**config.mk**
```make
export PLATFORM = sky130hd
export DESIGN_NAME = nru_replacement_policy_unit_flat
export DESIGN_NICKNAME = d
export VERILOG_FILES = /design/src/rtl/nru_pkg.sv /design/src/rtl/nru_if.sv /design/src/rtl/nru_front.sv /design/src/rtl/nru_cmd_fifo.sv /design/src/rtl/nru_back.sv /design/src/rtl/nru_replacement_policy_unit.sv /design/src/flat_wrapper.sv
export VERILOG_INCLUDE_DIRS = /design/src /design/src/rtl
export SDC_FILE = /design/constraint.sdc
export NUM_CORES = 1
export LEC_CHECK = 0
export BUFFER_PORTS_ARGS = -buffer_cell sky130_fd_sc_hd__clkbuf_2
export CORE_MARGIN = 2
export CORE_UTILIZATION = 54
export CTS_CLUSTER_SIZE = 16
export DETAILED_ROUTE_END_ITERATION = 16
export HOLD_SLACK_MARGIN = 0.08
export PLACE_DENSITY = 0.78
export SETUP_SLACK_MARGIN = 0.4
export SLEW_MARGIN = 30
export SYNTH_ARGS = -nofsm -noshare
export SYNTH_HDL_FRONTEND = slang
export SYNTH_SLANG_ARGS = --single-unit
```
**constraint.sdc**
```tcl
create_clock -name clk -period 11 [get_ports clk]
set_input_delay 0 -clock clk [delete_from_list [all_inputs] [get_ports clk]]
set_output_delay 0 -clock clk [all_outputs]
set_load 0.02 [all_outputs]
```
**src/rtl/nru_replacement_policy_unit_defines.svh**
```systemverilog
// Assertion macros for the NRU replacement policy unit.
// Depends on a clock named clk and an active-low reset named rst_n in the user module.
`ifndef NRU_REPLACEMENT_POLICY_UNIT_DEFINES_SVH
`define NRU_REPLACEMENT_POLICY_UNIT_DEFINES_SVH

// Same-cycle implication, disabled during reset.
`define NRU_ASSERT_IMP(lbl, ante, cons, msg) \
    lbl: assert property (@(posedge clk) disable iff (!rst_n) (ante) |-> (cons)) \
        else $error(msg);

// Next-cycle implication, disabled during reset.
`define NRU_ASSERT_NXT(lbl, ante, cons, msg) \
    lbl: assert property (@(posedge clk) disable iff (!rst_n) (ante) |=> (cons)) \
        else $error(msg);

`endif

```
**src/rtl/nru_pkg.sv**
```systemverilog
// Shared types and constants of the NRU replacement policy unit.
// No dependencies; used by every RTL module and interface.
`default_nettype none

package nru_pkg;

    localparam int NUM_BLOCKS_DEF = 64;
    localparam int REQ_TYPE_W     = 3;
    localparam int BLK_W          = 6;
    localparam int CLS_W          = 3;
    localparam int PERIOD_W       = 16;
    localparam int SCAN_LANES     = 8;
    localparam int CMD_DEPTH      = 2;
    localparam int PTR_W          = $clog2(CMD_DEPTH);
    localparam int CNT_W          = $clog2(CMD_DEPTH + 1);

    // bit positions of the marks inside a class code
    localparam int REFER = 1;
    localparam int MODIF = 0;

    localparam logic [CLS_W-1:0] CLS_NONE = 3'd4;

    localparam logic [REQ_TYPE_W-1:0] REQ_READ       = 3'd0;
    localparam logic [REQ_TYPE_W-1:0] REQ_WRITE      = 3'd1;
    localparam logic [REQ_TYPE_W-1:0] REQ_INVALIDATE = 3'd2;
    localparam logic [REQ_TYPE_W-1:0] REQ_VICTIM     = 3'd3;
    localparam logic [REQ_TYPE_W-1:0] REQ_SET_DIRTY  = 3'd4;

    typedef enum logic [1:0] {
        OP_ACCESS,
        OP_CLEAR,
        OP_VICTIM,
        OP_DIRTY
    } nru_op_t;

    typedef struct packed {
        nru_op_t          op;
        logic [BLK_W-1:0] blk;
        logic             dirty;
    } nru_cmd_t;

    typedef struct packed {
        logic full;
        logic empty;
    } nru_fifo_stat_t;

    typedef enum logic [1:0] {
        ST_IDLE,
        ST_SCAN,
        ST_PUSH
    } nru_state_t;

endpackage

`default_nettype wire

```
**src/rtl/nru_if.sv**
```systemverilog
// Request and response channel interfaces of the NRU replacement policy unit.
// Depends on nru_pkg for field widths.
`default_nettype none

interface nru_req_if
    import nru_pkg::*;
();
    logic                  valid;
    logic                  ready;
    logic [REQ_TYPE_W-1:0] req_type;
    logic [BLK_W-1:0]      block_index;
    logic                  dirty_value;

    modport source (output valid, req_type, block_index, dirty_value, input ready);
    modport sink   (input valid, req_type, block_index, dirty_value, output ready);
endinterface

interface nru_rsp_if
    import nru_pkg::*;
();
    logic             valid;
    logic             ready;
    logic [BLK_W-1:0] victim_index;
    logic [1:0]       victim_class;

    modport source (output valid, victim_index, victim_class, input ready);
    modport sink   (input valid, victim_index, victim_class, output ready);
endinterface

`default_nettype wire

```
**src/rtl/nru_front.sv**
```systemverilog
// Front end: accepts request beats, drops unused codes and out-of-range blocks,
// and turns the rest into queue commands. Depends on nru_pkg and nru_req_if.
`default_nettype none

module nru_front
    import nru_pkg::*;
#(
    parameter int NUM_BLOCKS = NUM_BLOCKS_DEF
) (
    nru_req_if.sink         req,
    input  nru_fifo_stat_t  stat,
    output logic            push,
    output nru_cmd_t        cmd
);

    logic keep;
    logic in_range;

    assign in_range = (int'(req.block_index) < NUM_BLOCKS);

    always_comb
    begin
        cmd.blk   = req.block_index;
        cmd.dirty = req.dirty_value;
        cmd.op    = OP_ACCESS;
        keep      = 1'b0;
        unique case (req.req_type)
            REQ_READ, REQ_WRITE:
            begin
                cmd.op = OP_ACCESS;
                keep   = in_range;
            end
            REQ_INVALIDATE:
            begin
                cmd.op = OP_CLEAR;
                keep   = 1'b1;
            end
            REQ_VICTIM:
            begin
                cmd.op = OP_VICTIM;
                keep   = 1'b1;
            end
            REQ_SET_DIRTY:
            begin
                cmd.op = OP_DIRTY;
                keep   = in_range;
            end
            default:
            begin
                keep = 1'b0;
            end
        endcase
    end

    assign req.ready = !stat.full;
    assign push      = req.valid && !stat.full && keep;

endmodule

`default_nettype wire

```
**src/rtl/nru_cmd_fifo.sv**
```systemverilog
// Short command queue between the front end and the back end.
// Depends on nru_pkg.
`default_nettype none

module nru_cmd_fifo
    import nru_pkg::*;
(
    input  logic           clk,
    input  logic           rst_n,
    input  logic           push,
    input  nru_cmd_t       push_cmd,
    input  logic           pop,
    output nru_cmd_t       head,
    output nru_fifo_stat_t stat
);

    nru_cmd_t         slot_reg [CMD_DEPTH];
    logic [PTR_W-1:0] wr_ptr_reg, wr_ptr_next;
    logic [PTR_W-1:0] rd_ptr_reg, rd_ptr_next;
    logic [CNT_W-1:0] count_reg, count_next;
    logic             do_push, do_pop;

    assign stat.full  = (count_reg == CNT_W'(CMD_DEPTH));
    assign stat.empty = (count_reg == '0);
    assign do_push    = push && !stat.full;
    assign do_pop     = pop && !stat.empty;
    assign head       = slot_reg[rd_ptr_reg];

    always_comb
    begin
        wr_ptr_next = wr_ptr_reg;
        rd_ptr_next = rd_ptr_reg;
        count_next  = count_reg;
        if (do_push)
        begin
            wr_ptr_next = (wr_ptr_reg == PTR_W'(CMD_DEPTH - 1)) ? '0 : wr_ptr_reg + 1'b1;
        end
        if (do_pop)
        begin
            rd_ptr_next = (rd_ptr_reg == PTR_W'(CMD_DEPTH - 1)) ? '0 : rd_ptr_reg + 1'b1;
        end
        if (do_push && !do_pop)
        begin
            count_next = count_reg + 1'b1;
        end
        else if (do_pop && !do_push)
        begin
            count_next = count_reg - 1'b1;
        end
    end

    always_ff @(posedge clk or negedge rst_n)
    begin
        if (!rst_n)
        begin
            wr_ptr_reg <= '0;
            rd_ptr_reg <= '0;
            count_reg  <= '0;
        end
        else
        begin
            wr_ptr_reg <= wr_ptr_next;
            rd_ptr_reg <= rd_ptr_next;
            count_reg  <= count_next;
        end
    end

    always_ff @(posedge clk)
    begin
        if (do_push)
        begin
            slot_reg[wr_ptr_reg] <= push_cmd;
        end
    end

endmodule

`default_nettype wire

```
**src/rtl/nru_back.sv**
```systemverilog
// Back end: holds the marks, the access counter and the period register, applies
// commands and scans for the victim a few blocks per cycle. Depends on nru_pkg,
// nru_rsp_if and the assertion macros.
`default_nettype none
`include "nru_replacement_policy_unit_defines.svh"

module nru_back
    import nru_pkg::*;
#(
    parameter int NUM_BLOCKS = NUM_BLOCKS_DEF
) (
    input  logic                clk,
    input  logic                rst_n,
    input  nru_cmd_t            cmd,
    input  nru_fifo_stat_t      stat,
    output logic                pop,
    input  logic                cfg_wr_en,
    input  logic [PERIOD_W-1:0] cfg_wr_data,
    nru_rsp_if.source           rsp
);

    localparam int IDX_W      = $clog2(NUM_BLOCKS);
    localparam int CHUNK      = (NUM_BLOCKS < SCAN_LANES) ? NUM_BLOCKS : SCAN_LANES;
    localparam int NUM_CHUNKS = (NUM_BLOCKS + CHUNK - 1) / CHUNK;
    localparam int PADW       = NUM_CHUNKS * CHUNK;
    localparam int CW         = (NUM_CHUNKS > 1) ? $clog2(NUM_CHUNKS) : 1;
    localparam logic [PADW-1:0] LIVE = PADW'({NUM_BLOCKS{1'b1}});

    nru_state_t          state_reg, state_next;
    logic [NUM_BLOCKS-1:0] ref_reg, ref_next;
    logic [NUM_BLOCKS-1:0] mod_reg, mod_next;
    logic [PERIOD_W-1:0] cnt_reg, cnt_next;
    logic [PERIOD_W-1:0] period_reg;
    logic [CW-1:0]       chunk_reg;
    logic [CLS_W-1:0]    best_cls_reg;
    logic [IDX_W-1:0]    best_idx_reg;
    logic                out_valid_reg;
    logic [BLK_W-1:0]    out_idx_reg;
    logic [1:0]          out_cls_reg;

    logic [PERIOD_W-1:0] cnt_inc;
    logic                period_hit;
    logic [IDX_W-1:0]    blk;
    logic [PADW-1:0]     ref_pad, mod_pad;
    logic [CHUNK-1:0]    slice_ref, slice_mod, slice_live;
    logic [CLS_W-1:0]    lane_cls [CHUNK];
    logic [CLS_W-1:0]    scan_cls;
    logic [IDX_W-1:0]    scan_idx;
    logic                last_chunk, scan_done;
    logic                load_out, start_scan;

    assign blk        = IDX_W'(cmd.blk);
    assign cnt_inc    = cnt_reg + 1'b1;
    assign period_hit = (period_reg != '0) && (cnt_inc == period_reg);

    assign ref_pad    = PADW'(ref_reg);
    assign mod_pad    = PADW'(mod_reg);
    assign slice_ref  = ref_pad[chunk_reg * CHUNK +: CHUNK];
    assign slice_mod  = mod_pad[chunk_reg * CHUNK +: CHUNK];
    assign slice_live = LIVE[chunk_reg * CHUNK +: CHUNK];

    always_comb
    begin
        for (int j = 0; j < CHUNK; j++)
        begin
            lane_cls[j]        = '0;
            lane_cls[j][REFER] = slice_ref[j];
            lane_cls[j][MODIF] = slice_mod[j];
        end
    end

    always_comb
    begin
        scan_cls = best_cls_reg;
        scan_idx = best_idx_reg;
        for (int j = 0; j < CHUNK; j++)
        begin
            if (slice_live[j] && (lane_cls[j] < scan_cls))
            begin
                scan_cls = lane_cls[j];
                scan_idx = IDX_W'(int'(chunk_reg) * CHUNK + j);
            end
        end
    end

    assign last_chunk = (chunk_reg == CW'(NUM_CHUNKS - 1));
    assign scan_done  = last_chunk || (scan_cls == '0);

    always_comb
    begin
        state_next = state_reg;
        unique case (state_reg)
            ST_IDLE:
            begin
                if (!stat.empty && (cmd.op == OP_VICTIM))
                begin
                    state_next = ST_SCAN;
                end
            end
            ST_SCAN:
            begin
                if (scan_done)
                begin
                    state_next = ST_PUSH;
                end
            end
            ST_PUSH:
            begin
                if (!out_valid_reg || rsp.ready)
                begin
                    state_next = ST_IDLE;
                end
            end
            default:
            begin
                state_next = ST_IDLE;
            end
        endcase
    end

    always_comb
    begin
        pop        = 1'b0;
        start_scan = 1'b0;
        load_out   = 1'b0;
        unique case (state_reg)
            ST_IDLE:
            begin
                pop        = !stat.empty;
                start_scan = !stat.empty && (cmd.op == OP_VICTIM);
            end
            ST_SCAN:
            begin
            end
            ST_PUSH:
            begin
                load_out = !out_valid_reg || rsp.ready;
            end
            default:
            begin
            end
        endcase
    end

    always_comb
    begin
        ref_next = ref_reg;
        mod_next = mod_reg;
        cnt_next = cnt_reg;
        if (pop)
        begin
            unique case (cmd.op)
                OP_ACCESS:
                begin
                    if (period_hit)
                    begin
                        ref_next = '0;
                        cnt_next = '0;
                    end
                    else
                    begin
                        ref_next[blk] = 1'b1;
                        cnt_next      = cnt_inc;
                    end
                end
                OP_CLEAR:
                begin
                    ref_next = '0;
                end
                OP_DIRTY:
                begin
                    mod_next[blk] = cmd.dirty;
                end
                OP_VICTIM:
                begin
                end
                default:
                begin
                end
            endcase
        end
    end

    always_ff @(posedge clk or negedge rst_n)
    begin
        if (!rst_n)
        begin
            state_reg     <= ST_IDLE;
            ref_reg       <= '0;
            mod_reg       <= '0;
            cnt_reg       <= '0;
            period_reg    <= '0;
            out_valid_reg <= 1'b0;
        end
        else
        begin
            state_reg <= state_next;
            ref_reg   <= ref_next;
            mod_reg   <= mod_next;
            cnt_reg   <= cnt_next;
            if (cfg_wr_en)
            begin
                period_reg <= cfg_wr_data;
            end
            if (load_out)
            begin
                out_valid_reg <= 1'b1;
            end
            else if (rsp.ready)
            begin
                out_valid_reg <= 1'b0;
            end
        end
    end

    always_ff @(posedge clk)
    begin
        if (start_scan)
        begin
            chunk_reg    <= '0;
            best_cls_reg <= CLS_NONE;
            best_idx_reg <= '0;
        end
        else if (state_reg == ST_SCAN)
        begin
            chunk_reg    <= chunk_reg + 1'b1;
            best_cls_reg <= scan_cls;
            best_idx_reg <= scan_idx;
        end
        if (load_out)
        begin
            out_idx_reg <= BLK_W'(best_idx_reg);
            out_cls_reg <= best_cls_reg[1:0];
        end
    end

    assign rsp.valid        = out_valid_reg;
    assign rsp.victim_index = out_idx_reg;
    assign rsp.victim_class = out_cls_reg;

    `NRU_ASSERT_IMP(a_push_has_class, state_reg == ST_PUSH, best_cls_reg != CLS_NONE, "victim pushed without a class")
    `NRU_ASSERT_IMP(a_pop_idle, pop, state_reg == ST_IDLE, "command popped outside idle")
    `NRU_ASSERT_NXT(a_clear_refs, pop && (cmd.op == OP_CLEAR), ref_reg == '0, "invalidate left marks set")
    `NRU_ASSERT_NXT(a_period_wrap, pop && (cmd.op == OP_ACCESS) && period_hit, (cnt_reg == '0) && (ref_reg == '0), "period hit did not restart")
    `NRU_ASSERT_IMP(a_out_from_push, $rose(out_valid_reg), $past(state_reg) == ST_PUSH, "result raised outside push")

endmodule

`default_nettype wire

```
**src/rtl/nru_replacement_policy_unit.sv**
```systemverilog
// NRU replacement policy unit: request beats enter a two-entry command queue and
// are carried out in order by the back end. Read, write, invalidate and set-dirty
// beats are applied as they are popped, and the back end stays idle for them. A
// victim query is popped, then scans the blocks eight at a time through the shared
// compare lanes, stopping early when a clean, unreferenced block turns up, and then
// loads the result beat once the previous one has been taken. Requests keep being
// accepted while the queue has room, including while a result beat waits.
// Depends on nru_pkg, nru_if, nru_front, nru_cmd_fifo and nru_back.
`default_nettype none

module nru_replacement_policy_unit
    import nru_pkg::*;
#(
    parameter int NUM_BLOCKS = NUM_BLOCKS_DEF
) (
    input  logic                clk,
    input  logic                rst_n,
    nru_req_if.sink             req_ch,
    nru_rsp_if.source           rsp_ch,
    input  logic                cfg_wr_en,
    input  logic [PERIOD_W-1:0] cfg_wr_data
);

    nru_cmd_t       front_cmd;
    nru_cmd_t       head_cmd;
    nru_fifo_stat_t fifo_stat;
    logic           push;
    logic           pop;

    nru_front #(
        .NUM_BLOCKS (NUM_BLOCKS)
    ) u_front (
        .req  (req_ch),
        .stat (fifo_stat),
        .push (push),
        .cmd  (front_cmd)
    );

    nru_cmd_fifo u_fifo (
        .clk      (clk),
        .rst_n    (rst_n),
        .push     (push),
        .push_cmd (front_cmd),
        .pop      (pop),
        .head     (head_cmd),
        .stat     (fifo_stat)
    );

    nru_back #(
        .NUM_BLOCKS (NUM_BLOCKS)
    ) u_back (
        .clk         (clk),
        .rst_n       (rst_n),
        .cmd         (head_cmd),
        .stat        (fifo_stat),
        .pop         (pop),
        .cfg_wr_en   (cfg_wr_en),
        .cfg_wr_data (cfg_wr_data),
        .rsp         (rsp_ch)
    );

endmodule

`default_nettype wire

```
**src/flat_wrapper.sv**
```systemverilog
// flat-port wrapper written by rule: the top's interface ports become plain ports
module nru_replacement_policy_unit_flat import nru_pkg::*;
#(
    parameter int NUM_BLOCKS = NUM_BLOCKS_DEF
)
  (clk, rst_n, cfg_wr_en, cfg_wr_data, req_ch_valid, req_ch_req_type, req_ch_block_index, req_ch_dirty_value, req_ch_ready, rsp_ch_valid, rsp_ch_victim_index, rsp_ch_victim_class, rsp_ch_ready);
  nru_req_if req_ch_i ();
  nru_rsp_if rsp_ch_i ();
  input  logic clk;
  input  logic rst_n;
  input  logic cfg_wr_en;
  input  logic [PERIOD_W-1:0] cfg_wr_data;
  input wire logic [$bits(req_ch_i.valid)-1:0] req_ch_valid;
  input wire logic [$bits(req_ch_i.req_type)-1:0] req_ch_req_type;
  input wire logic [$bits(req_ch_i.block_index)-1:0] req_ch_block_index;
  input wire logic [$bits(req_ch_i.dirty_value)-1:0] req_ch_dirty_value;
  output wire logic [$bits(req_ch_i.ready)-1:0] req_ch_ready;
  output wire logic [$bits(rsp_ch_i.valid)-1:0] rsp_ch_valid;
  output wire logic [$bits(rsp_ch_i.victim_index)-1:0] rsp_ch_victim_index;
  output wire logic [$bits(rsp_ch_i.victim_class)-1:0] rsp_ch_victim_class;
  input wire logic [$bits(rsp_ch_i.ready)-1:0] rsp_ch_ready;
  assign req_ch_i.valid = req_ch_valid;
  assign req_ch_i.req_type = req_ch_req_type;
  assign req_ch_i.block_index = req_ch_block_index;
  assign req_ch_i.dirty_value = req_ch_dirty_value;
  assign req_ch_ready = req_ch_i.ready;
  assign rsp_ch_valid = rsp_ch_i.valid;
  assign rsp_ch_victim_index = rsp_ch_i.victim_index;
  assign rsp_ch_victim_class = rsp_ch_i.victim_class;
  assign rsp_ch_i.ready = rsp_ch_ready;
  nru_replacement_policy_unit #(.NUM_BLOCKS(NUM_BLOCKS)) u_core (.clk(clk), .rst_n(rst_n), .req_ch(req_ch_i), .rsp_ch(rsp_ch_i), .cfg_wr_en(cfg_wr_en), .cfg_wr_data(cfg_wr_data));
endmodule
```
# == Yosys cells after proc, flatten, opt, wreduce, memory -nomap -nowiden ==
# Memories as Yosys holds them, arrays and structs flattened.
# Index checks and enable logic that the tools add are counted.
# W data, S select, Z words.
# word_totals
register_bits,187
ram_bits,18
input_bits,31
out_inout_bits,10
elab_cells,136
memories,1
# op_classes
addsub,13
n_lt_le_gt_ge,10
eq_ne,15
shift,3
muxes,39
n_bitwise,1
reduce_logical,40
# mem_list
name,depth,width,rd,rd_ports_with_merged_regs,write_ports,line,text
u_core.u_fifo.slot_reg,2,9,1,0,1,nru_cmd_fifo.sv:17,nru_cmd_t slot_reg [CMD_DEPTH];
# op_table
cell,count
$pmux W64 S2,1
$shiftx A64 B7 Y8,2
$bwmux W64,1
$mux W64,1
$or A64 B64 Y64,1
$shiftx A64 B7 Y8 const A,1
$mux W6,8
$add A6 B3 Y6 const B,4
$lt A2 B3 Y1,8
$mux W3,8
$logic_and A1 B1 Y1,17
$add A16 B1 Y16 const B,1
$eq A16 B16 Y1,1
$mux W16,1
$reduce_bool A16 Y1,1
$add A6 B2 Y6 const B,2
$pmux W2 S3,2
$mux W1,11
$mux W2,5
$eq A2 B2 Y1 const B,4
$reduce_and A2 Y1,4
$reduce_bool A8 Y1,1
$lt A6 B7 Y1 const B,1
$add A6 B1 Y6 const B,1
other kinds (18),34

# == Depth between registers and ports, before layout ==
# Gate-level depths: netlist of the first run.
# depth
word_depth,29
mapped_depth,44
ltp_nobuf,42

# == Hierarchy ==
# A second synthesis of the first run with hierarchy kept.
# hier_totals
hier_cells,919
hier_area_um2,10417.5
# modules_own_cells
mod,instances,cells_per_inst,area_per_inst_um2,seq_area_each_um2
nru_back,1,857,9475.3,4559.4
nru_cmd_fifo,1,47,845.8,640.6
nru_front,1,15,96.3,0.0

# == Worst setup path before layout of the first run ==
# OpenSTA, ideal clock, no wires.
# synth_timing
path_kind,flip-flop to flip-flop
from,register u_core.u_back.chunk_reg[2]
to,register u_core.u_back.state_reg[0]
setup_ns,0.124
t_arrival_ns,8.824
required_ns,10.876
path_slack_ns,2.052
stages_incl_launch_ff,41
path_buffers,1
period_less_slack_ns,8.948
path_cell_list,dfxtp_1 > buf_6 > mux2_2 > a2bb2oi_1 > nand2_1 > inv_1 > ha_1 > or2b_2 > or3_4 > a22oi_4 > or2b_1 > ha_1 > a21oi_2 > a41o_2 > o21ai_0 > a221oi_2 > ha_1 > a211o_1 > [... 5 more ...] > or3_2 > and3_1 > o221a_1 > ha_1 > a211oi_1 > a31oi_1 > mux2_4 > ha_1 > a211oi_1 > a21oi_1 > mux2_4 > ha_1 > a211oi_1 > or2b_2 > o22ai_2 > or3_1 > o221ai_1 > or2_1
# synth_between
elab_chain_cells,29
# synth_rtl
element,line,text
start: declaration,nru_back.sv:34,logic [CW-1:0] chunk_reg;
start signal: assignment,nru_back.sv:226,chunk_reg <= chunk_reg + 1'b1;
"$shiftx A64 B7 Y8, on equally long branches","nru_back.sv:59, nru_back.sv:58",
$lt A2 B3 Y1,nru_back.sv:78,if (slice_live[j] && (lane_cls[j] < scan_cls))
$logic_and A1 B1 Y1,nru_back.sv:78,
$mux W3,nru_back.sv:78,
$lt A2 B3 Y1,nru_back.sv:78,
$logic_and A1 B1 Y1,nru_back.sv:78,
$mux W3,nru_back.sv:78,
$lt A2 B3 Y1,nru_back.sv:78,
[... 13 more ...],--,
$mux W3,nru_back.sv:78,
$lt A2 B3 Y1,nru_back.sv:78,
$logic_and A1 B1 Y1,nru_back.sv:78,
$mux W3,nru_back.sv:78,
$logic_not A3 Y1,nru_back.sv:87,assign scan_done = last_chunk || (scan_cls == '0);
$logic_or A1 B1 Y1 (*),nru_back.sv:87,
$ne A2 B2 Y1 (no line) (*),--,
$reduce_and A3 Y1 (no line) (*),--,
end signal: assignment,nru_back.sv:197,state_reg <= state_next;
end: declaration,nru_back.sv:29,"nru_state_t state_reg, state_next;"
# Mark *: on every way between the ends. The rest lies on a longest branch, timed or not.
# A chain may end at the register's enable or synchronous reset.

# == Final worst setup path of the first run ==
# Same ends and word-level chain as after synthesis.

==> run_results.csv, run 1 <==
group,metric,value,unit
route,avgViaCountPerCell,6.18,
critical_path,critPathRequiredTime,11390,ps
logic_synthesis,seq_area_frac_synth,51.5,%
timing,hold_ws,229,ps
finish,final_cell_mix,"dfrtp_1 (167), a21oi_1 (146), nor2_1 (111)",
logic_synthesis,synth_top_family_by_area,"compound AO/OA/AOI/OAI gates",
critical_path,crit_top_cell,"ha_1",
timing,fmax,101,MHz
critical_path,critPathArrivalTime,10300,ps
finish,layout-drive-gt1-share,17.6,%
critical_path,crit_slowest_cell,"dfxtp_1",
clock_tree,cts-root-buf,"clkbuf_16",
finish,design_area,11700,um2
clock_tree,path_clk_slew,60,ps
grt,grt_max_degree,117,
logic_synthesis,yosys.area_share.adder,1.46,%
timing,clock_skew,12.2,ps
logic_synthesis,ys_types,79,
status,status,"finished clean",
grt,use_met3,3.84,%
route,via_count,7760,
logic_synthesis,synth_mux_area_share,11.0,%
logic_synthesis,synth_area,10100,um2
logic_synthesis,synthFlopType,"dfrtp_1",
finish,n_antenna_cell,0,
timing,worst_pin_slew,973,ps
placement,io_buffers,40,
clock_tree,cts_buffers,23,
logic_synthesis,syn_nets,987,
logic_synthesis,synth_cells,945,
logic_synthesis,syn_avg_cell_area,10.7,um2
finish,layout_commonest_cell,"dfrtp_1",
grt,top_usage_layer,"met2",
logic_synthesis,synth_simple_gate_area_share,11.6,%
logic_synthesis,synth-xor-area-share,3.04,%
grt,grt_overflow_total,0,
timing,hold_viol_final,0,
critical_path,critPathKind,"reg -> reg",
timing,grt_setup_unrepaired,"false",
logic_synthesis,ys_ff_latch,205,
die,start_util,55.6,%
placement,placed_cell_area,10400,um2
route,ant_nets,0,
timing,finalSetupViolations,0,
die,die-area,19800,um2
die,std_cell_rows,49,
pwr,vdd_drop_max,0.186,mV
placement,dp_slack,1030,ps
placement,place_inst,1166,
grt,antenna_found_initial,0,
timing,finalCritPeriodShare,90.1,%
finish,layoutNonFillerInstCount,1256,
pwr,total_power,2.63,mW
grt,grt_pass1_wl,38.9,mm
placement,hpwl,14.0,mm
run,maxCapViolations,0,
finish,fin_nets,1054,
clock_tree,clockBufferDepth,3,
die,die_h,141,um
route,wl_per_cell,18.8,um
critical_path,cp-start-kind,"flip-flop",
placement,place_congestion,0.847,
clock_tree,cts_setup_buffers,0,
clock_tree,clock_latency,510,ps
die,die_w,141,um
route,drtIter0Drc,764,
grt,met2_usage,37.8,%
clock_tree,htreeDepth,1,
worst_hold_path,worstHoldPathType,"in -> reg",
pwr,powerDensity,225,nW/um2
grt,grt_pass1_vias,7540,
critical_path,endpoint_kind,"flip-flop",
finish,num-fill-cells,1392,
logic_synthesis,synth_async_sr_flop_share,81.5,%
timing,drv_slew,0,
clock_tree,cts_tree,"yes",
die,top_level_ports,41,
route,drc,0,
grt,grt_usage,24.1,%
logic_synthesis,synth-edff-count,26,
timing,fin_crit,9910,ps
timing,setup_ws,1090,ps
critical_path,critPathMaxFanout,9,
critical_path,crit_path_max_incr_delay,510,ps
clock_tree,cts_sinks,205,
timing,fin_setup_tns,0,ps
pwr,leakage,5.06,nW
timing,slew_headroom,34.9,%
logic_synthesis,synth_compound_gate_area_share,17.7,%
die,core,18100,um2
finish,utilization,64.4,%
logic_synthesis,synth_warnings,0,
route,drt_wl_total,23.6,mm
grt,grtUsageMet1,35.1,%
route,drt_pass1_iterations,7,
finish,area_delta_synth_final,15.8,%
final timing paths:
kind	startpoint	to	slack, ps	depth (start not counted)
setup / recovery	u_core.u_back.chunk_reg[2]	u_core.u_back.state_reg[0]	1090	39
hold / removal	req_ch_block_index[0]	u_core.u_fifo.slot_reg[0][1]	230	2
setup reg to reg	u_core.u_back.chunk_reg[2]	u_core.u_back.state_reg[0]	1090	39
hold reg to reg	u_core.u_back.best_idx_reg[2]	u_core.u_back.rsp.victim_index[2]	430	0
max in group asynchronous	rst_n	u_core.u_back.mod_pad[40]	9360	4
min in group asynchronous	rst_n	u_core.u_fifo.count_reg[0]	580	3
worst max-delay path, delay by kind of cell, from the launching register on:
family	cells	cell delay, ps
and+or+nand+nor	11	2580
adders and majority gates	7	1710
AOI/OAI and AO/OA	17	3900
muxes	3	1060
DFF	1	510
buffers and inverters	1	40
synthesized netlist by cell type (all sizes together) (16+ instances only):
cell type	instances	area (um2)
dfrtp	167	4180
nor3	16	80.1
mux2	25	289
mux2i	22	220
buf	21	133
a21oi	149	757
mux4	26	604
o21ai	29	145
xnor2	23	201
nor2	125	469
a31oi	69	438
inv	16	60.1
clkbuf	39	176
edfxtp	26	781
nand2	36	135
cell type report:
cell class,instances,area (um2),area share (%)
clock buffer,33,653,5.59
inverter,16,60.1,0.514
tap,229,287,2.45
sequential,205,5200,44.5
timing repair buffer,102,818,7.00
multi-input combinational,664,4600,39.3
clock inverter,7,67.6,0.578
routing by layer:
metal  vias to the layer above  wire (um)  share of wire, %
met5                         -          0                 0
met4                         0        652               2.8
met2                       259      11000                47
met3                        52       1320               5.6
met1                      3841      10600                45
li1                       3608          -                 -
where the power goes:
| part | total, mW | internal (mW) | leakage (nW) | switching, mW |
|---|---|---|---|---|
| clock | 0.732 | 0.435 | 0.354 | 0.297 |
| combinational | 0.912 | 0.335 | 2.11 | 0.577 |
| sequential | 0.988 | 0.885 | 2.60 | 0.103 |
| total | 2.63 | 1.66 | 5.06 | 0.977 |
logic make-up (layout without fill, tap and decap cells):
| logic type | Yosys count | after routing |
|---|---|---|
| AO/OA/AOI/OAI | 295 | 295 |
| XOR/XNOR | 35 | 35 |
| adder cells (fa/ha/maj) | 12 | 12 |
| buffers and inverters | 76 | 158 |
| flip-flops | 205 | 205 |
| multiplexers | 73 | 73 |
| AND/OR/NAND/NOR | 249 | 249 |
timing repair:
action,in CTS,in global routing
endpoints found under the setup margin,0,2
gates resized for setup,0,2
hold buffers,48,1
hold endpoints to repair,153,10
No activity file was read; power rests on OpenSTA's default activity.
==> run 2, diff against run 1 <==
==> constraint.sdc (replaced) <==
create_clock -name clk -period 11 [get_ports clk]
set_input_delay 0.55 -clock clk [delete_from_list [all_inputs] [get_ports clk]]
set_output_delay 0.55 -clock clk [all_outputs]
set_load 0.02 [all_outputs]
==> run_results.csv, run 2 (synthesis results as in run 1) <==
group,metric,value,unit
pwr,seq_power_share,37.9,%
grt,grt_usage,22.9,%
finish,final_cell_mix,"dfrtp_1 (167), a21oi_1 (146), nor2_1 (111)",
finish,ff_latch_area,5200,um2
placement,io_buffers,40,
grt,grt_pass1_vias,7206,
route,drt_wl_total,22.3,mm
finish,design_area,11200,um2
run,maxCapViolations,0,
clock_tree,cts_tree,"yes",
critical_path,crit_top_cell,"ha_1",
critical_path,critPathArrivalTime,10320,ps
route,drc,0,
route,via_count,7493,
timing,slew_headroom,33.3,%
clock_tree,cts-root-buf,"clkbuf_16",
grt,antenna_found_initial,0,
pwr,power.share.clock,28.0,%
timing,fin_setup_tns,0,ps
critical_path,critPathKind,"reg -> reg",
clock_tree,path_clk_slew,60,ps
pwr,leakage,4.86,nW
status,status,"finished clean",
finish,fin_nets,1006,
finish,multi_input_area,4600,um2
route,drtIter0Drc,821,
die,core,18100,um2
critical_path,crit_family,"compound AO/OA/AOI/OAI gates",
grt,grt_pass1_wl,37.0,mm
clock_tree,clock_latency,510,ps
clock_tree,cts_buffers,23,
pwr,switching_share,37.1,%
grt,grt_overflow_total,0,
placement,hpwl,14.0,mm
critical_path,critPathRequiredTime,11390,ps
timing,hold_viol_final,0,
die,die-area,19800,um2
finish,area_delta_synth_final,11.0,%
route,ant_nets,0,
pwr,combPwrFrac,34.1,%
pwr,switching_power,968,uW
clock_tree,cts_sinks,205,
route,wl_per_cell,18.5,um
clock_tree,clockBufferDepth,3,
placement,place_congestion,0.847,
timing,drv_slew,0,
route,drt_pass1_iterations,5,
timing,grt_setup_unrepaired,"false",
worst_hold_path,worstHoldPathType,"in -> reg",
timing,finalCritPeriodShare,90.3,%
finish,num-fill-cells,1457,
critical_path,crit_slowest_cell,"dfxtp_1",
timing,clock_skew,14.4,ps
critical_path,cp-start-kind,"flip-flop",
finish,layout-drive-gt1-share,18.5,%
route,avgViaCountPerCell,6.20,
critical_path,critPathMaxFanout,9,
pwr,vdd_drop_max,0.184,mV
pwr,powerDensity,233,nW/um2
timing,finalSetupViolations,0,
die,start_util,55.6,%
timing,worst_pin_slew,997,ps
critical_path,crit_path_max_incr_delay,510,ps
critical_path,cp_num_buf_inv,1,
finish,n_antenna_cell,0,
finish,layout_commonest_cell,"dfrtp_1",
pwr,intPower,1.64,mW
die,die_w,141,um
clock_tree,htreeDepth,1,
grt,grt_max_degree,117,
placement,placed_cell_area,10400,um2
die,top_level_ports,41,
die,die_h,141,um
timing,fin_crit,9930,ps
timing,fmax,101,MHz
die,std_cell_rows,49,
critical_path,endpoint_kind,"flip-flop",
run 2: changes by cell type in the layout (fill, tap and decap cells not counted), sizes merged:
cell | before | now
dlygate4sd3 | 49 | 1
run 2: per-stage QoR:
step / utilization, % / hold WS [ps] / worst slack [ps] / cells / power (mW)
CTS: 61.5 / 154 / 969 / 1206 / 2.61
global placement: 57.3 / 411 / 1410 / 1166 / 1.85
global route: 61.8 / 213 / 455 / 1208 / 2.76
floorplan: - / 254 / 2050 / 945 / 1.66
finish: 61.8 / 229 / 1070 / 1208 / 2.61
detailed placement: 57.5 / 417 / 1030 / 1166 / 1.87
run 2: power groups by stage:
stage / Clock (mW) / Combinational [mW] / Sequential, mW
2_1_floorplan: 0 / 0.704 / 0.958
3_3_place_gp: 0 / 0.855 / 0.994
3_5_place_dp: 0 / 0.873 / 0.998
4_1_cts: 0.743 / 0.878 / 0.986
5_1_grt: 0.776 / 0.977 / 1.00
6_report: 0.731 / 0.890 / 0.987
run 2: area by class of cell:
cell class / instances / area share, %
Multi-Input combinational cell: 664 / 41.0
Sequential cell: 205 / 46.4
Clock inverter: 7 / 0.603
Tap cell: 229 / 2.56
Timing Repair Buffer: 54 / 3.01
Clock buffer: 33 / 5.83
Inverter: 16 / 0.536
run 2: worst paths after layout:
path	from	endpoint	slack, ps	depth (start not counted)
hold reg to reg	u_core.u_back.best_idx_reg[2]	u_core.u_back.rsp.victim_index[2]	430	0
min in group asynchronous	rst_n	u_core.u_fifo.count_reg[0]	580	2
setup / recovery	u_core.u_back.chunk_reg[2]	u_core.u_back.state_reg[0]	1070	39
setup reg to reg	u_core.u_back.chunk_reg[2]	u_core.u_back.state_reg[0]	1070	39
max in group asynchronous	rst_n	u_core.u_back.mod_pad[40]	9350	3
hold / removal	req_ch_block_index[3]	u_core.u_fifo.slot_reg[0][4]	230	1
run 2: timing repair:
action	CTS	global route
resized for setup	0	2
hold buffers	0	1
endpoints found under the hold margin	0	64
setup buffers	0	0
setup endpoints to repair	0	2
run 2: worst register-to-register path: cells and delay by family (launching register included):
kind | cells | cell delay [ps]
AO/OA/AOI/OAI | 17 | 3920
AND/OR/NAND/NOR | 11 | 2590
adder cells (fa/ha/maj) | 7 | 1700
multiplexers | 3 | 1070
flip-flops | 1 | 510
buffers and inverters | 1 | 40
run 2: per-layer routing:
layer,global-route usage [%],share of wire (%),vias up,routed length [um]
met3,3.63,6.6,44,1480
met4,7.16,2.7,0,597
li1,-,-,3520,-
met1,34.6,46,3662,10200
met5,0,0,-,0
met2,34.5,45,267,10000
==> run 3, diff against run 2 <==
Settings changed: ABC_AREA from default to 1.
==> run_results.csv, run 3 <==
group,metric,value,unit
route,drc,0,
die,std_cell_rows,51,
logic_synthesis,syn_avg_cell_area,8.12,um2
clock_tree,cts_tree,"yes",
finish,num-fill-cells,1676,
finish,area_delta_synth_final,12.5,%
critical_path,critPathMaxFanout,35,
logic_synthesis,synth_cells,1310,
logic_synthesis,ys_top_cells_by_area,"dfrtp_1 (39%), nand2_1 (8.1%), o21ai_0 (7.4%)",
placement,place_congestion,0.899,
finish,fin_nets,1363,
finish,layout_commonest_cell,"nand2_1",
critical_path,cp_num_buf_inv,3,
logic_synthesis,synth_area,10600,um2
critical_path,crit_top_cell,"nand2_1",
finish,layout-drive-gt1-share,12.0,%
route,wl_per_cell,17.1,um
placement,dp_slack,4280,ps
die,core,19400,um2
grt,grt_max_degree,75,
placement,io_buffers,40,
critical_path,crit_path_max_incr_delay,610,ps
critical_path,crit_family,"adder cells",
timing,grt_setup_unrepaired,"false",
grt,grt_pass1_wl,44.3,mm
die,die-area,20800,um2
logic_synthesis,ys_types,47,
logic_synthesis,seq_area_frac_synth,48.9,%
logic_synthesis,ys_ff_latch,205,
timing,fmax,146,MHz
timing,slew_headroom,31.7,%
timing,finalCritPeriodShare,62.4,%
route,drt_wl_total,27.4,mm
clock_tree,cts_buffers,23,
timing,fin_setup_tns,0,ps
die,top_level_ports,41,
finish,final_cell_mix,"nand2_1 (229), dfrtp_1 (167), o21ai_0 (157)",
logic_synthesis,synth_most_common_cell,"nand2_1",
clock_tree,path_clk_slew,60,ps
critical_path,crit_path_end,"u_core.u_back.state_reg[1]",
timing,setup_ws,4140,ps
placement,hpwl,16.7,mm
timing,drv_slew,0,
clock_tree,cts_setup_buffers,0,
route,ant_nets,0,
grt,grt_usage,26.7,%
logic_synthesis,yosys.area.top_type,"dfrtp_1",
critical_path,critical_path_cell_count,41,
logic_synthesis,synth_warnings,0,
die,die_w,144,um
critical_path,critPathRequiredTime,11420,ps
grt,grt_pass1_vias,8876,
critical_path,critPathKind,"reg -> reg",
timing,clock_skew,8.93,ps
timing,finalSetupViolations,0,
clock_tree,cts-root-buf,"clkbuf_16",
route,via_count,9401,
status,status,"finished clean",
route,drt_pass1_iterations,5,
logic_synthesis,synth_top_area_share,39.3,%
critical_path,reg2reg_slack,4140,ps
worst_hold_path,worstHoldPathType,"in -> reg",
run,maxCapViolations,0,
clock_tree,htreeDepth,1,
critical_path,endpoint_kind,"flip-flop",
grt,antenna_found_initial,0,
die,start_util,54.8,%
logic_synthesis,synth_async_sr_flop_share,81.5,%
clock_tree,cts_sinks,205,
critical_path,r2r_start,"u_core.u_back.chunk_reg[0]",
die,die_h,144,um
clock_tree,clock_latency,530,ps
critical_path,critPathArrivalTime,7280,ps
route,avgViaCountPerCell,5.86,
timing,fin_crit,6860,ps
logic_synthesis,syn_nets,1352,
timing,hold_viol_final,0,
critical_path,crit_slowest_cell,"dfxtp_2",
logic_synthesis,synth-edff-count,26,
grt,grt_overflow_total,0,
route,drtIter0Drc,942,
critical_path,crit_start,"u_core.u_back.chunk_reg[0]",
critical_path,r2r_cells,41,
clock_tree,clockBufferDepth,3,
logic_synthesis,ys_top_cells_by_count,"nand2_1 (229), dfrtp_1 (167), o21ai_0 (158), inv_1 (128), a21oi_1 (108)",
critical_path,crit-reg2reg-capture,"u_core.u_back.state_reg[1]",
critical_path,cp-start-kind,"flip-flop",
logic_synthesis,synthFlopType,"dfrtp_1",
timing,worst_pin_slew,1020,ps
## run 3: cell families (layout without fill, tap and decap cells)
kind of cell               Yosys count  after routing  synth area share, %
DFF                                205            205                 48.9
xor gates and xnor gates            19             19                 1.57
buffers and inverters              208            236                 7.63
and+or+nand+nor                    498            498                 21.1
muxes                                3              3                0.282
adders and majority gates           11             11                 1.29
AOI/OAI and AO/OA                  366            366                 19.3
other                                0              1                    0
## run 3: final cells by class
type / count / area (um2) / share of cell area [%]
flip-flops and latches: 205 / 5200 / 43.5
multi-input cells: 897 / 4700 / 39.3
clock buffers: 30 / 632 / 5.29
inverters: 135 / 508 / 4.25
repair buffers: 59 / 355 / 2.97
well taps: 265 / 332 / 2.77
clock inverters: 12 / 228 / 1.90
diodes: 1 / 2.50 / 0.0209
## run 3: worst min-delay path by stage
stage | startpoint | cells past startpoint | to | slack [ps]
2_1_floorplan | rst_n | 0 | u_core.u_back.cnt_reg[0] | 250
3_3_place_gp | u_core.u_back.best_idx_reg[5] | 0 | u_core.u_back.rsp.victim_index[5] | 420
3_5_place_dp | u_core.u_back.best_idx_reg[2] | 0 | u_core.u_back.rsp.victim_index[2] | 430
4_1_cts | req_ch_block_index[0] | 1 | u_core.u_fifo.slot_reg[1][1] | 200
5_1_grt | req_ch_block_index[0] | 1 | u_core.u_fifo.slot_reg[1][1] | 210
6_report | req_ch_block_index[0] | 1 | u_core.u_fifo.slot_reg[1][1] | 210
## run 3: per-layer routing
metal  wire, um  global-route usage [%]  part of all wire, %
met3       1920                    3.94                  7.0
met5          0                   0.501                    0
met1      11700                    36.8                   43
met2      12700                    42.7                   46
met4        993                    10.7                  3.6
## run 3: what timing repair did
| item | 4_1_cts | 5_1_grt |
|---|---|---|
| endpoints found under the setup margin | 0 | 0 |
| hold buffers | 1 | 0 |
| resized for setup | 0 | 0 |
| hold endpoints to repair | 46 | 0 |
## run 3: metrics by stage
| step | util (%) | hold slack [ps] | instances | instance area (um2) |
|---|---|---|---|---|
| 6_report | 61.6 | 214 | 1604 | 12000 |
| 5_1_grt | 61.6 | 206 | 1603 | 12000 |
| 4_1_cts | 61.5 | 201 | 1603 | 11900 |
| 3_5_place_dp | 57.1 | 425 | 1560 | 11100 |
| 3_3_place_gp | 57.0 | 425 | 1560 | 11000 |
| 2_1_floorplan | - | 254 | 1310 | 10600 |
Power of run 3 is not shown: default switching activity piles up to over one toggle a cycle in this logic, so the estimate is an artifact.
